`src/hdl/dmkv_pkg.sv`:
```
// shared constants, types and codes for the direct mapped key value table
package dmkv_pkg;

	localparam int TABLE_DEPTH = 1024;
	localparam int KEY_BYTES   = 8;
	localparam int VALUE_W     = 32;
	localparam int KEY_W       = 64;
	localparam int COUNT_W     = 11;
	localparam int BUCKET_W    = $clog2(TABLE_DEPTH);
	localparam int SUM_W       = $clog2(KEY_BYTES * 255 + 1);

	typedef enum logic [1:0] {
		REQ_PUT    = 2'd0,
		REQ_REMOVE = 2'd1,
		REQ_SEARCH = 2'd2
	} req_type_t;

	typedef enum logic [1:0] {
		ST_OK    = 2'd0,
		ST_MISS  = 2'd1,
		ST_FULL  = 2'd2,
		ST_EMPTY = 2'd3
	} status_t;

	typedef enum logic [1:0] {
		S_CLEAR,
		S_IDLE,
		S_LOOKUP
	} fsm_state_t;

	// what one byte lane hands to the merge
	typedef struct packed {
		logic       alive;
		logic [7:0] kept;
	} lane_t;

	typedef struct packed {
		logic [KEY_W-1:0]    key;
		logic [BUCKET_W-1:0] bucket;
	} hash_t;

	typedef struct packed {
		logic               valid;
		logic [KEY_W-1:0]   key;
		logic [VALUE_W-1:0] value;
	} entry_t;

	localparam int ENTRY_W = $bits(entry_t);

endpackage

```
`src/hdl/dmkv_byte_lane.sv`:
```
// one key byte: keeps it while no terminator has been seen before it
module dmkv_byte_lane (
	input  logic           alive_in,
	input  logic [7:0]     key_byte,
	output dmkv_pkg::lane_t lane
);
	import dmkv_pkg::*;

	always_comb begin
		lane.alive = alive_in && (key_byte != 8'd0);
		lane.kept  = lane.alive ? key_byte : 8'd0;
	end
endmodule

```
`src/hdl/dmkv_hash.sv`:
```
// byte lanes plus merge: normalised key and additive bucket
module dmkv_hash (
	input  logic [dmkv_pkg::KEY_W-1:0] key,
	output dmkv_pkg::hash_t            hash
);
	import dmkv_pkg::*;

	lane_t lanes [KEY_BYTES];

	for (genvar i = 0; i < KEY_BYTES; i++) begin : g_lane
		if (i == 0) begin : g_first
			dmkv_byte_lane u_lane (
				.alive_in (1'b1),
				.key_byte (key[8*i +: 8]),
				.lane     (lanes[i])
			);
		end else begin : g_next
			dmkv_byte_lane u_lane (
				.alive_in (lanes[i-1].alive),
				.key_byte (key[8*i +: 8]),
				.lane     (lanes[i])
			);
		end
	end

	logic [SUM_W-1:0] sum;
	logic [KEY_W-1:0] norm;

	always_comb begin
		sum  = '0;
		norm = '0;
		for (int i = 0; i < KEY_BYTES; i++) begin
			sum            = sum + SUM_W'(lanes[i].kept);
			norm[8*i +: 8] = lanes[i].kept;
		end
		hash.key    = norm;
		hash.bucket = BUCKET_W'(sum % TABLE_DEPTH);
	end
endmodule

```
`config.mk`:
```
export PLATFORM = sky130hd
export DESIGN_NAME = dmkv_hash
export DESIGN_NICKNAME = d
export VERILOG_FILES = /design/src/hdl/dmkv_pkg.sv /design/src/hdl/dmkv_byte_lane.sv /design/src/hdl/dmkv_hash.sv
export SDC_FILE = /design/constraint.sdc
export NUM_CORES = 1
export LEC_CHECK = 0
export BUFFER_PORTS_ARGS = -buffer_cell sky130_fd_sc_hd__buf_2
export CORE_ASPECT_RATIO = 0.5
export CORE_MARGIN = 3
export CORE_UTILIZATION = 50
export DETAILED_ROUTE_END_ITERATION = 16
export MAX_ROUTING_LAYER = met4
export PLACE_DENSITY = 0.91
export SLEW_MARGIN = 20
export SYNTH_ARGS = -nofsm -noshare
export SYNTH_HDL_FRONTEND = slang
export SYNTH_SLANG_ARGS = --single-unit
```
`constraint.sdc`:
```
create_clock -name vclk -period 15.8
set_clock_uncertainty 0.05 [all_clocks]
set_input_delay 3.16 -clock vclk [all_inputs]
set_output_delay 3.16 -clock vclk [all_outputs]
set_load 0.005 [all_outputs]
```
Yosys cells after proc, flatten, opt, wreduce, memory -nomap -nowiden:

Cells that the tools add are included.

* flip-flop bits (word level): 0
* input port bits: 64
* output and inout bits: 74
* word-level logic and storage cells: 30

* add/sub/neg operators: 7
* muxes and demuxes: 8
* reduce and logical (&&, ||, !) cells: 15

Operators by type and width (count)
* $mux 8: 8
* $reduce_bool 8->1: 8
* $add 10x8->10: 5
* $add 9x8->10: 1
* $add 8x8->9: 1
* $logic_and 1x1->1: 7

Longest topological paths before layout:

* depth after elaboration: 10
* depth in mapped cells: 21
* mapped depth without buffers: 19

Modules after synthesis:

Synthesis repeated with hierarchy kept, for this count alone.

* cells, all modules: 265
* area total of the unflattened synthesis: 2264.7 sq um

Modules (own cells, without submodules)
* dmkv_hash: instances 1, cells each 177, area each 1594.0 sq um, seq. area each 0.0 sq um
* dmkv_byte_lane: instances 8, cells each 11, area each 83.8 sq um, seq. area each 0.0 sq um

Least setup slack after synthesis:

No wires, ideal clock.

* path kind: input -> output
* start: input key[7] (netlist name)
* end: output hash[8] (netlist name)
* arrival time: 7594 ps
* data required time: 12590 ps
* setup slack: 4996 ps
* stages: 19
* buffers on the path: 2
* cells stage by stage: nor4_2 -> nand2_2 -> and3_1 -> buf_6 -> buf_6 -> and2_1 -> fa_1 -> fa_1 -> fa_1 -> inv_1 -> fa_1 -> inv_1 -> ha_1 -> inv_1 -> fa_1 -> nand2b_1 -> a21boi_0 -> o21a_1 -> o311ai_0

RTL lines
* start, declared: RTL line dmkv_hash.sv:3 `input logic [dmkv_pkg::KEY_W-1:0] key,`
* end, declared: RTL line dmkv_hash.sv:4 `output dmkv_pkg::hash_t hash`

==> run metrics <==
outcome complete, no violations; Setup Crit Path Kind in2out; Via density 5.40; Routed Wire Length 7510 µm; register area 0 µm²; Mapped Area 0.00235 mm²; Synth top area share 0.400; RSZ-0062 raised after global routing false; area grow syn2layout 26.8%; DP HPWL 6770 µm; MaxCap Viol Count 0; Final Max Slew Viols 0; Post-Synthesis Mean Instance Area 8.12 µm²; cells after synthesis 290; CP Max Fanout 42; final instance area roughly 0.003 mm²; total core area 0.00420 mm²; Synth top cells by count inv_1, fa_1, and2_1, nand2_1, nor4_1; global-route wire length before repair 11300 µm; Synth area leader fa_1; register area share after synthesis 0; leakage 1.67 nW; Power Total approximately 0.43 mW; Pwr Density 143 mW/mm²; largest net degree at the start of global routing 43; CP most frequent cell fa_1; fraction of layout cells with a size suffix above 1 0.356; Initial Util 0.560; RePlAce Congestion between 1 and 1.5; most common cell in the netlist inv_1; Critical Path Sink Type output port; ANT nets after route 0; Final Hold Fails 0; vias in the first global route 2324; n_diodes 0; initial antenna violation count 0; data required time of the worst path 12.59 ns; drt pass-1 iters 4; HP Class in2out; VDD IR-drop max 202 µV; setup bufs post-CTS 0; post-CTS sizing 0; Final Setup Violations 0; Final Worst Setup Slack roughly 4.0 ns; Rows 16; # clk buffers 0; Die ar. 0.00562 mm²; syn_nets 411; Setup TNS 0 ns; worst endpoint data arrival time 8.58 ns; crit path time final 11.79 ns; WHS 6.49 ns; IO Count ~140; f_max 84.8 MHz; Die Span X 103 µm; DR iter-0 viols 99; Syn. warnings 0; FF+latch count 0; crit-path cells buf_2 -> nor4_1 -> nand2_1 -> nand4_1 -> fa_1 -> inv_1 -> fa_1 -> fa_1 -> inv_1 -> fa_1 -> inv_1 -> ha_1 -> inv_1 -> fa_1 -> nand2b_1 -> a21boi_0 -> o21a_1 -> o311ai_0 -> buf_2; Worst setup SP type input pin; synth top area cells fa_1, inv_1, and2_1; drc violations 0; DR WL/cell 16.4 µm; Tcrit/Tclk final 0.746; Vias 2475; Hold Path Depth 2; die height 54.5 µm; CTS Hold Bufs 0; Tot GR Track Use 0.269; largest stage delay on the critical path 0.71 ns; nets 527; slowest CP cell nand2_1; worst rel slew slack 0.301; Overflow after GRT 0; Post-Place Worst Slack 4.07 ns; synth unique cells 32; PortBufs 138; Area after DPL 0.00299 mm²; slew of the pin with the lowest slew margin 1.05 ns
[cell families (layout without fill, tap and decap cells)]
family / after synthesis / count (layout) / share of synthesized area
AOI/OAI and AO/OA: 9 / 9 / 0.0282
xor gates and xnor gates: 5 / 5 / 0.0186
adders and majority gates: 57 / 57 / 0.453
buffers and inverters: 86 / 200 / 0.155
and+or+nand+nor: 133 / 133 / 0.346
[layout make-up]
| cell class | count | area, µm² |
|---|---|---|
| multi-input combinational | 204 | 1990 |
| fill | 357 | 1220 |
| timing repair buffer | 139 | 698 |
| inverter | 61 | 229 |
| tap | 54 | 67.6 |
[placed cells by master, fill, tap and decap left out, drive strengths merged, types with 6 or more instances in the layout]
cell	count
buf	139
fa	47
nand2	25
inv	61
and4	16
nand4	12
and3	9
and2	24
nand3	9
or4	6
nor4	22
ha	10
[report_power, final]
group | switching (mW) | leakage [nW] | internal [mW]
registers | 0 | 0 | 0
clock network | 0 | 0 | 0
logic | 0.229 | 1.67 | 0.198
[critical path, delay by kind of cell]
kind | cells | cell delay (ns)
AO/OA/AOI/OAI | 3 | 0.61
adder cells (fa/ha/maj) | 6 | 2.55
buffers and inverters | 6 | 0.55
AND/OR/NAND/NOR | 4 | 1.69
[per-layer routing]
metal	wire length (µm)	vias up	track usage
li1	-	1188	-
met1	2960	1163	0.333
met2	3820	114	0.479
met3	671	10	0.0573
met4	59	0	0.0301
met5	0	-	-
[through the flow]
step / util / cells
after floorplan: - / 290
after global placement: 0.710 / 458
after detailed placement: 0.710 / 458
after CTS: 0.710 / 458
after global routing: 0.710 / 458
final: 0.710 / 458
[path summary, 6_finish.rpt]
path,start,endpoint,slack [ns]
setup / recovery,key[29],hash[8],4.01
hold / removal,key[5],hash[15],6.49
Power figures use the tool's default switching activity.
