<file path="src/hdl/dmkv_ram.sv">
// generic single write port ram with registered read
module dmkv_ram #(
	parameter int WIDTH = 8,
	parameter int DEPTH = 16
) (
	input  logic                     clk,
	input  logic                     we,
	input  logic [$clog2(DEPTH)-1:0] waddr,
	input  logic [WIDTH-1:0]         wdata,
	input  logic [$clog2(DEPTH)-1:0] raddr,
	output logic [WIDTH-1:0]         rdata
);
	logic [WIDTH-1:0] mem [DEPTH];

	always_ff @(posedge clk) begin
		if (we) begin
			mem[waddr] <= wdata;
		end
		rdata <= mem[raddr];
	end
endmodule

</file>
<file path="config.mk">
export PLATFORM = sky130hd
export DESIGN_NAME = dmkv_ram
export DESIGN_NICKNAME = d
export VERILOG_FILES = /design/src/hdl/dmkv_ram.sv
export SDC_FILE = /design/constraint.sdc
export NUM_CORES = 1
export LEC_CHECK = 0
export BUFFER_PORTS_ARGS = -buffer_cell sky130_fd_sc_hd__buf_2
export CAP_MARGIN = 10
export CORE_UTILIZATION = 55
export CTS_BUF_LIST = sky130_fd_sc_hd__clkbuf_4
export DETAILED_ROUTE_END_ITERATION = 12
export PLACE_DENSITY_LB_ADDON = 0.15
export REMOVE_ABC_BUFFERS = 1
export SYNTH_ARGS = -nofsm -noshare
export SYNTH_HDL_FRONTEND = slang
export SYNTH_SLANG_ARGS = --single-unit
</file>
<file path="constraint.sdc">
create_clock -name clk -period 2.1 [get_ports clk]
set_clock_uncertainty 0.1 [all_clocks]
set_input_delay 0.42 -clock clk [delete_from_list [all_inputs] [get_ports clk]]
set_output_delay 0.42 -clock clk [all_outputs]
set_load 0.05 [all_outputs]
</file>
Word-level counts from Yosys, hierarchy flattened. Memory sizes are Yosys's and may differ from the RTL's. A register that Yosys moved wholly into a read port is not among the register bits. Cells that the tools add are included.

Word-level logic and storage cells: 3. Memory bits (writable): 128. Input bits: 18. Register bits after elaboration: 0. Memories kept: 1. Output and inout bits: 8.

Memory list: mem (words 16, width 8, rd ports 1, clocked after Yosys merged registers in 1, wr ports 1, RTL line 13) `logic [WIDTH-1:0] mem [DEPTH];`.

Muxes and demuxes: 2.

Operators with widths (count): two-way mux 1 bit (2).

Logic depth before layout (Yosys ltp). Gate-level depths: netlist of run 1.

Depth in word-level cells: 2. Mapped depth: 5.

Worst setup path before layout of run 1. No wires, ideal clock.

Path kind: input -> register. From: in waddr[2]. To: mem mem[0][0], enable pin. Setup slack: 0.087 ns. Arrival time: 1.530 ns. Stages on the path: 2. Setup time: 0.383 ns. Buffers on the path: 0. Path through: or3b_2 nor3_1.

RTL lines: from (decl) (RTL line 8) `input logic [$clog2(DEPTH)-1:0] waddr,`; to (decl) (RTL line 13).

No word-level cell before the write port.

Worst setup path after layout of run 1.
From: reg rdata[3], read port of mem. To: out rdata[3].

RTL lines: from (decl) (RTL line 11) `output logic [WIDTH-1:0] rdata`.

No word-level cell between the ends.

==> metrics.txt, run 1 <==
# TYPE chip_impl_metric gauge
chip_impl_info{name="status",value="finished clean"} 1
chip_impl_metric{name="postSynthRegisterBits",unit=""} 136
chip_impl_metric{name="h-tree-depth",unit=""} 4
chip_impl_metric{name="min_period_over_period",unit="%"} 78.63
chip_impl_metric{name="route.detailed.wl_per_inst",unit="um"} 21.94
chip_impl_metric{name="syn_area_per_cell",unit="um2"} 22.48
chip_impl_metric{name="cts.repair.resized",unit=""} 0
chip_impl_metric{name="die-width",unit="um"} 98.74
chip_impl_metric{name="clkTransAtPathRegs",unit="ns"} 0.12
chip_impl_metric{name="timing.critical_path.fanout_max",unit=""} 1
chip_impl_metric{name="fmax",unit="MHz"} 605.6
chip_impl_metric{name="routed-wl-met3",unit="um"} 545
chip_impl_metric{name="floorplan.core_area",unit="um2"} 8891
chip_impl_info{name="clk_root_buffer_cell",value="sky130_fd_sc_hd__clkbuf_4"} 1
chip_impl_metric{name="drt_pre_antenna_iters",unit=""} 6
chip_impl_info{name="setup.worst_path.end_class",value="output pin"} 1
chip_impl_metric{name="placement.io_buffers",unit=""} 25
chip_impl_metric{name="insertedDiodeCount",unit=""} 0
chip_impl_metric{name="routability_cong",unit=""} 0.7360
chip_impl_metric{name="worst_ep_required_time",unit="ns"} 1.58
chip_impl_metric{name="grt_pass1_vias",unit=""} 2455
chip_impl_metric{name="route.layer.met1.wl",unit="um"} 3817
chip_impl_info{name="startpoint_type",value="flip-flop"} 1
chip_impl_metric{name="timing.final.max_slew_violations",unit=""} 0
chip_impl_metric{name="groute.usage.overall",unit="%"} 20.63
chip_impl_metric{name="clk_latency",unit="ns"} 0.50
chip_impl_metric{name="fraction_of_layout_instances_using_a_drive_strength_above_1",unit="%"} 31.99
chip_impl_metric{name="cts_hold_buf",unit=""} 0
chip_impl_metric{name="antenna_found_initial",unit=""} 1
chip_impl_metric{name="detailed_place_hpwl",unit="um"} 5837
chip_impl_metric{name="finish.instance_area",unit="um2"} 5791
chip_impl_info{name="synth_top_family_by_area",value="multiplexers"} 1
chip_impl_info{name="top_signal_layer_used",value="met5"} 1
chip_impl_metric{name="synthesis.area",unit="um2"} 5147
chip_impl_metric{name="dr_total_vias",unit=""} 2389
chip_impl_metric{name="io_pins",unit=""} 26
chip_impl_metric{name="grt_pass1_wl",unit="um"} 14000
chip_impl_metric{name="cts.sinks",unit=""} 136
chip_impl_metric{name="detail_route.drc_violations",unit=""} 0
chip_impl_info{name="crit_type",value="reg2out"} 1
chip_impl_info{name="critical_path_s_top_delay_family",value="flip-flops"} 1
chip_impl_metric{name="yosysWarningCount",unit=""} 0
chip_impl_metric{name="combined_area_of_the_multi_input_logic_cells",unit="um2"} 1057
chip_impl_metric{name="die_height",unit="um"} 98.74
chip_impl_metric{name="max_slew.worst_pin.slew",unit="ns"} 0.3676
chip_impl_metric{name="grt_start_max_net_pins",unit=""} 26
chip_impl_metric{name="total_setup_violations_reported_at_the_end_of_the_flow",unit=""} 0
chip_impl_metric{name="overflow",unit=""} 0
chip_impl_info{name="slowest_stage",value="sky130_fd_sc_hd__dfxtp_1"} 1
chip_impl_metric{name="setup_fix_buffers_added_after_clock_tree_synthesis",unit=""} 0
chip_impl_metric{name="die-area",unit="um2"} 9750
chip_impl_metric{name="postSynthCellCount",unit=""} 229
chip_impl_metric{name="synth_xor_area_share",unit="%"} 0
chip_impl_metric{name="p_per_area",unit="nW/um2"} 859.6
chip_impl_metric{name="slew-limit-headroom",unit="%"} 75.49
chip_impl_metric{name="nNetsFinal",unit=""} 302
chip_impl_metric{name="power.static_leakage",unit="nW"} 1.962
chip_impl_metric{name="finalWirelength",unit="um"} 8886
chip_impl_info{name="clock_tree_from_tritoncts",value="built"} 1
chip_impl_metric{name="synth_compound_gate_area_share",unit="%"} 2.333
chip_impl_metric{name="core.rowCount",unit=""} 34
chip_impl_metric{name="max-cap-violations",unit=""} 0
chip_impl_metric{name="floorplan.initialDensity",unit="%"} 57.89
chip_impl_info{name="grt_setup_unrepaired",value="false"} 1
chip_impl_metric{name="route.detailed.vias_per_inst",unit=""} 5.899
chip_impl_metric{name="drtIter0Drc",unit=""} 152
chip_impl_metric{name="met2_length",unit="um"} 4446
chip_impl_metric{name="cts_buffers",unit=""} 17
chip_impl_metric{name="register_area",unit="um2"} 4004
chip_impl_metric{name="power.ir.vdd_worst",unit="mV"} 0.3525
chip_impl_metric{name="worst_path_largest_cell_delay",unit="ns"} 0.37
chip_impl_metric{name="placement.cell_area",unit="um2"} 5517
chip_impl_metric{name="synth_simple_gate_area_share",unit="%"} 3.184
chip_impl_metric{name="synthToLayoutAreaGrowth",unit="%"} 12.49
chip_impl_metric{name="ys_seq_area_share",unit="%"} 77.78
chip_impl_metric{name="cts-root-to-sink-buffers",unit=""} 2
chip_impl_info{name="timing.hold.worst.class",value="in2reg"} 1
chip_impl_metric{name="n_fill_cell",unit=""} 588
chip_impl_metric{name="hold_violations",unit=""} 0
chip_impl_metric{name="postRouteAntennaNets",unit=""} 0
chip_impl_metric{name="synth_fa_ha_area_share",unit="%"} 0
chip_impl_metric{name="min_period",unit="ns"} 1.651
chip_impl_metric{name="yosys-mux-area-fraction",unit="%"} 15.02
chip_impl_metric{name="setup_total_negative_slack",unit="ns"} 0
chip_impl_info{name="critical_path.cell_chain",value="buf_2"} 1
chip_impl_metric{name="post_synth_num_cell_types",unit=""} 19
chip_impl_metric{name="cp.arrival",unit="ns"} 1.13
chip_impl_metric{name="critPathBufInv",unit=""} 1
==> layout make-up <==
cell class	count	area share [%]
clock inverters	13	2.269
flip-flops and latches	136	69.14
multi-input cells	83	18.26
clock buffers	19	2.463
repair buffers	46	5.532
well taps	108	2.334
==> per-stage QoR <==
stage	utilization (%)	setup WS, ns	cells	hold WS [ns]	total power, mW
after floorplan	-	0.08713	219	0.4189	3.289
after global placement	62.05	0.1796	373	0.5562	3.447
after detailed placement	62.05	0.1416	373	0.5606	3.453
after CTS	65.13	0.4117	405	0.1424	5.029
after global routing	65.13	0.3742	405	0.1321	5.172
final	65.13	0.4488	405	0.1847	4.977
==> worst paths after layout <==
path / start / to / slack (ns) / depth (start not counted)
worst max-delay path: rdata[3] / rdata[3] / 0.45 / 1
worst min-delay path: wdata[0] / mem[4][0] / 0.18 / 1
worst max register to register: mem[1][2] / rdata[2] / 0.66 / 3
worst min register to register: mem[7][7] / rdata[7] / 0.58 / 3
==> kinds of logic after synthesis <==
group | after synthesis
AND/OR/NAND/NOR | 35
flip-flops | 136
AO/OA/AOI/OAI | 16
multiplexers | 32
buffers and inverters | 10
==> synth_stat cells (all sizes together) <==
| cell type | n | area (um2) |
|---|---|---|
| and2b | 1 | 7.510 |
| nand3b | 2 | 15.01 |
| nand3 | 1 | 5.000 |
| dfxtp | 8 | 160.2 |
| and2 | 1 | 6.260 |
| edfxtp | 128 | 3844 |
| nor2 | 13 | 48.80 |
| clkdlybuf4s25 | 3 | 30.03 |
| nor2b | 1 | 6.260 |
| nor3 | 4 | 20.02 |
| nand2 | 9 | 33.78 |
| or3b | 1 | 8.760 |
| buf | 7 | 56.30 |
| mux4 | 32 | 773.2 |
| nand2b | 2 | 12.51 |
| a22oi | 16 | 120.1 |
==> cells in the final DEF, fill, tap and decap left out, types with 2 or more instances in the layout <==
master	count
sky130_fd_sc_hd__clkinvlp_4	3
sky130_fd_sc_hd__a22oi_1	16
sky130_fd_sc_hd__clkinv_2	3
sky130_fd_sc_hd__mux4_2	18
sky130_fd_sc_hd__buf_4	18
sky130_fd_sc_hd__buf_2	25
sky130_fd_sc_hd__clkinv_4	3
sky130_fd_sc_hd__nand2_1	9
sky130_fd_sc_hd__nor2_1	13
sky130_fd_sc_hd__clkinv_1	2
sky130_fd_sc_hd__bufinv_16	2
sky130_fd_sc_hd__clkbuf_4	19
sky130_fd_sc_hd__nand3b_1	2
sky130_fd_sc_hd__buf_12	3
sky130_fd_sc_hd__mux4_1	14
sky130_fd_sc_hd__nor3_1	4
sky130_fd_sc_hd__nand2b_1	2
sky130_fd_sc_hd__edfxtp_1	128
sky130_fd_sc_hd__dfxtp_1	8
==> sequential cells by signal, indices dropped and copies added, names as in the netlist <==
register and flops:
mem 128, rdata 8
==> metal layers <==
layer	track usage, %	vias to the layer above
li1	-	1088
met1	28.67	1211
met2	32.54	77
met3	6.312	11
met4	5.166	2
met5	0	-
==> power by group <==
| group | internal (mW) | switching, mW | total, mW | leakage [nW] |
|---|---|---|---|---|
| registers | 3.03 | 0.0175 | 3.05 | 1.22 |
| clock network | 0.723 | 0.869 | 1.59 | 0.143 |
| logic | 0.127 | 0.211 | 0.339 | 0.595 |
(Power assumes the default switching activity.)
==> inputs of run 2 (changes only) <==
==> constraint.sdc (replaced) <==
create_clock -name clk -period 1.4 [get_ports clk]
set_clock_uncertainty 0.1 [all_clocks]
set_input_delay 0.28 -clock clk [delete_from_list [all_inputs] [get_ports clk]]
set_output_delay 0.28 -clock clk [all_outputs]
set_load 0.05 [all_outputs]
==> metrics.txt, run 2 (synthesis results as in run 1) <==
# TYPE chip_impl_metric gauge
chip_impl_info{name="status",value="finished, violations left"} 1
chip_impl_info{name="violations",value="negative setup slack"} 1
chip_impl_metric{name="cts.sinks",unit=""} 136
chip_impl_metric{name="detail_route.drc_violations",unit=""} 0
chip_impl_metric{name="die_height",unit="um"} 98.74
chip_impl_metric{name="slew-limit-headroom",unit="%"} 33.16
chip_impl_metric{name="worst_path_largest_cell_delay",unit="ns"} 0.38
chip_impl_metric{name="ff2ff_path_depth",unit=""} 3
chip_impl_metric{name="power.static_leakage",unit="nW"} 2.013
chip_impl_metric{name="core.rowCount",unit=""} 34
chip_impl_info{name="worstHoldEndpoint",value="mem[8][5]"} 1
chip_impl_metric{name="r2r_slack",unit="ns"} 0.02
chip_impl_info{name="critical_path.reg2reg.startpoint",value="mem[10][4]"} 1
chip_impl_metric{name="synthToLayoutAreaGrowth",unit="%"} 17.84
chip_impl_metric{name="drt_pre_antenna_iters",unit=""} 5
chip_impl_metric{name="min_period",unit="ns"} 1.401
chip_impl_metric{name="finalWirelength",unit="um"} 9248
chip_impl_metric{name="h-tree-depth",unit=""} 4
chip_impl_info{name="critical_path.reg2reg.endpoint",value="rdata[4]"} 1
chip_impl_metric{name="setup_fix_buffers_added_after_clock_tree_synthesis",unit=""} 0
chip_impl_metric{name="postRouteAntennaNets",unit=""} 0
chip_impl_metric{name="worst_ep_required_time",unit="ns"} 1.02
chip_impl_info{name="timing.hold.worst.start",value="wdata[5]"} 1
chip_impl_info{name="layout_commonest_cell",value="sky130_fd_sc_hd__edfxtp_1"} 1
chip_impl_metric{name="placement.cell_area",unit="um2"} 5567
chip_impl_metric{name="route.detailed.vias_per_inst",unit=""} 5.860
chip_impl_metric{name="cts-root-to-sink-buffers",unit=""} 2
chip_impl_metric{name="route.detailed.wl_per_inst",unit="um"} 22.28
chip_impl_metric{name="fmax",unit="MHz"} 713.9
chip_impl_metric{name="groute.usage.overall",unit="%"} 21.13
chip_impl_metric{name="final.hold.worst_slack",unit="ns"} 0.04568
chip_impl_metric{name="die-width",unit="um"} 98.74
chip_impl_info{name="crit_type",value="reg2out"} 1
chip_impl_metric{name="hold_violations",unit=""} 0
chip_impl_metric{name="clkTransAtPathRegs",unit="ns"} 0.12
chip_impl_metric{name="overflow",unit=""} 0
chip_impl_metric{name="dr_total_vias",unit=""} 2432
chip_impl_metric{name="finalCoreUtilization",unit="%"} 68.22
chip_impl_metric{name="max_slew.worst_pin.slew",unit="ns"} 1.001
chip_impl_info{name="largestRegisters",value="mem (128), rdata (8)"} 1
chip_impl_info{name="clk_root_buffer_cell",value="sky130_fd_sc_hd__clkbuf_4"} 1
chip_impl_metric{name="insertedDiodeCount",unit=""} 0
chip_impl_metric{name="total_power",unit="mW"} 8.035
chip_impl_info{name="startpoint_type",value="flip-flop"} 1
chip_impl_metric{name="finish.instance_area",unit="um2"} 6066
chip_impl_metric{name="drtIter0Drc",unit=""} 131
chip_impl_metric{name="clk_latency",unit="ns"} 0.51
chip_impl_info{name="grt_setup_unrepaired",value="true"} 1
chip_impl_metric{name="antenna_found_initial",unit=""} 0
chip_impl_info{name="slowest_stage",value="sky130_fd_sc_hd__dfxtp_4"} 1
chip_impl_metric{name="placement.io_buffers",unit=""} 25
chip_impl_metric{name="max-cap-violations",unit=""} 0
chip_impl_metric{name="timing.critical_path.fanout_max",unit=""} 1
chip_impl_metric{name="largest_register_ffs",unit=""} 128
chip_impl_info{name="timing.hold.worst.class",value="in2reg"} 1
chip_impl_info{name="critical_path.cell_chain",value="buf_8"} 1
chip_impl_metric{name="power.ir.vdd_worst",unit="mV"} 0.6603
chip_impl_info{name="critical_path_s_top_delay_family",value="flip-flops"} 1
chip_impl_metric{name="detailed_place_hpwl",unit="um"} 5992
chip_impl_info{name="clock_tree_from_tritoncts",value="built"} 1
chip_impl_metric{name="nNetsFinal",unit=""} 312
chip_impl_metric{name="die-area",unit="um2"} 9750
chip_impl_metric{name="whs_path_depth",unit=""} 1
chip_impl_metric{name="timing.final.max_slew_violations",unit=""} 0
chip_impl_metric{name="io_pins",unit=""} 26
chip_impl_metric{name="worst-path-stages",unit=""} 1
chip_impl_metric{name="final.setup.worst_slack",unit="ns"} -0.0008347
chip_impl_metric{name="grt_start_max_net_pins",unit=""} 18
chip_impl_metric{name="grt_pass1_wl",unit="um"} 14210
chip_impl_metric{name="min_period_over_period",unit="%"} 100.1
chip_impl_info{name="top_register",value="mem"} 1
chip_impl_info{name="most-common-layout-cells",value="128 x sky130_fd_sc_hd__edfxtp_1, 28 x sky130_fd_sc_hd__mux4_2, 22 x sky130_fd_sc_hd__buf_4"} 1
chip_impl_metric{name="fraction_of_layout_instances_using_a_drive_strength_above_1",unit="%"} 43.00
chip_impl_metric{name="routability_cong",unit=""} 0.7041
chip_impl_metric{name="total_setup_violations_reported_at_the_end_of_the_flow",unit=""} 1
chip_impl_metric{name="floorplan.core_area",unit="um2"} 8891
chip_impl_metric{name="critPathBufInv",unit=""} 1
chip_impl_metric{name="cts_buffers",unit=""} 17
chip_impl_metric{name="p_per_area",unit="nW/um2"} 1325
chip_impl_info{name="setup.worst_path.end_class",value="output pin"} 1
chip_impl_metric{name="grt_pass1_vias",unit=""} 2473
chip_impl_metric{name="cp.arrival",unit="ns"} 1.02
chip_impl_metric{name="floorplan.initialDensity",unit="%"} 57.89
chip_impl_info{name="timing.critical_path.from",value="rdata[3]"} 1
==> run 2: cell count changes in the layout (fill, tap and decap cells not counted), moves of 4 or more <==
cell,delta
sky130_fd_sc_hd__buf_8,+7
sky130_fd_sc_hd__buf_2,-8
sky130_fd_sc_hd__mux4_2,+10
sky130_fd_sc_hd__dlygate4sd3_1,+5
sky130_fd_sc_hd__dfxtp_1,-8
sky130_fd_sc_hd__a22oi_2,+13
sky130_fd_sc_hd__buf_4,+4
sky130_fd_sc_hd__dfxtp_2,+6
sky130_fd_sc_hd__mux4_1,-10
sky130_fd_sc_hd__a22oi_1,-13
==> run 2: stage by stage <==
step | std cells | setup slack (ns) | TNS, ns
6_report | 415 | -0.0008347 | -0.0008347
5_1_grt | 415 | -0.07083 | -0.4170
4_1_cts | 411 | -0.04232 | -0.1756
3_5_place_dp | 378 | -0.3697 | -15.39
3_3_place_gp | 378 | -0.3571 | -14.18
2_1_floorplan | 219 | -0.4729 | -12.87
==> run 2: worst max path at each step <==
stage | to
after floorplan | mem[0][0]
after global placement | rdata[3]
after detailed placement | rdata[4]
after CTS | rdata[3]
after global routing | rdata[2]
final | rdata[3]
==> run 2: what timing repair did <==
| action | CTS | global route |
|---|---|---|
| endpoints found under the hold margin | 2 | 18 |
| resized for setup | 39 | 18 |
| hold buffers | 1 | 4 |
| pin swaps | 3 | 5 |
| endpoints found under the setup margin | 14 | 15 |
==> run 2: final cells by class <==
class	instances	area, um2
multi-input combinational	83	1087
tap	108	135.1
fill	571	2825
timing repair buffer	56	496.7
sequential	136	4019
clock inverter	15	200.2
clock buffer	17	127.6
==> run 2: per-layer routing <==
| metal | up-vias | GRT usage, % | wire (um) |
|---|---|---|---|
| met3 | 6 | 5.887 | 525 |
| met5 | - | 0 | 0 |
| li1 | 1100 | - | - |
| met2 | 87 | 31.90 | 4756 |
| met4 | 0 | 7.577 | 40 |
| met1 | 1239 | 30.12 | 3926 |
==> run 2: report_power, final <==
part / switching (mW) / total [mW] / internal, mW
Sequential: 0.0399 / 4.59 / 4.55
Combinational: 0.340 / 0.617 / 0.278
Clock: 1.41 / 2.83 / 1.42
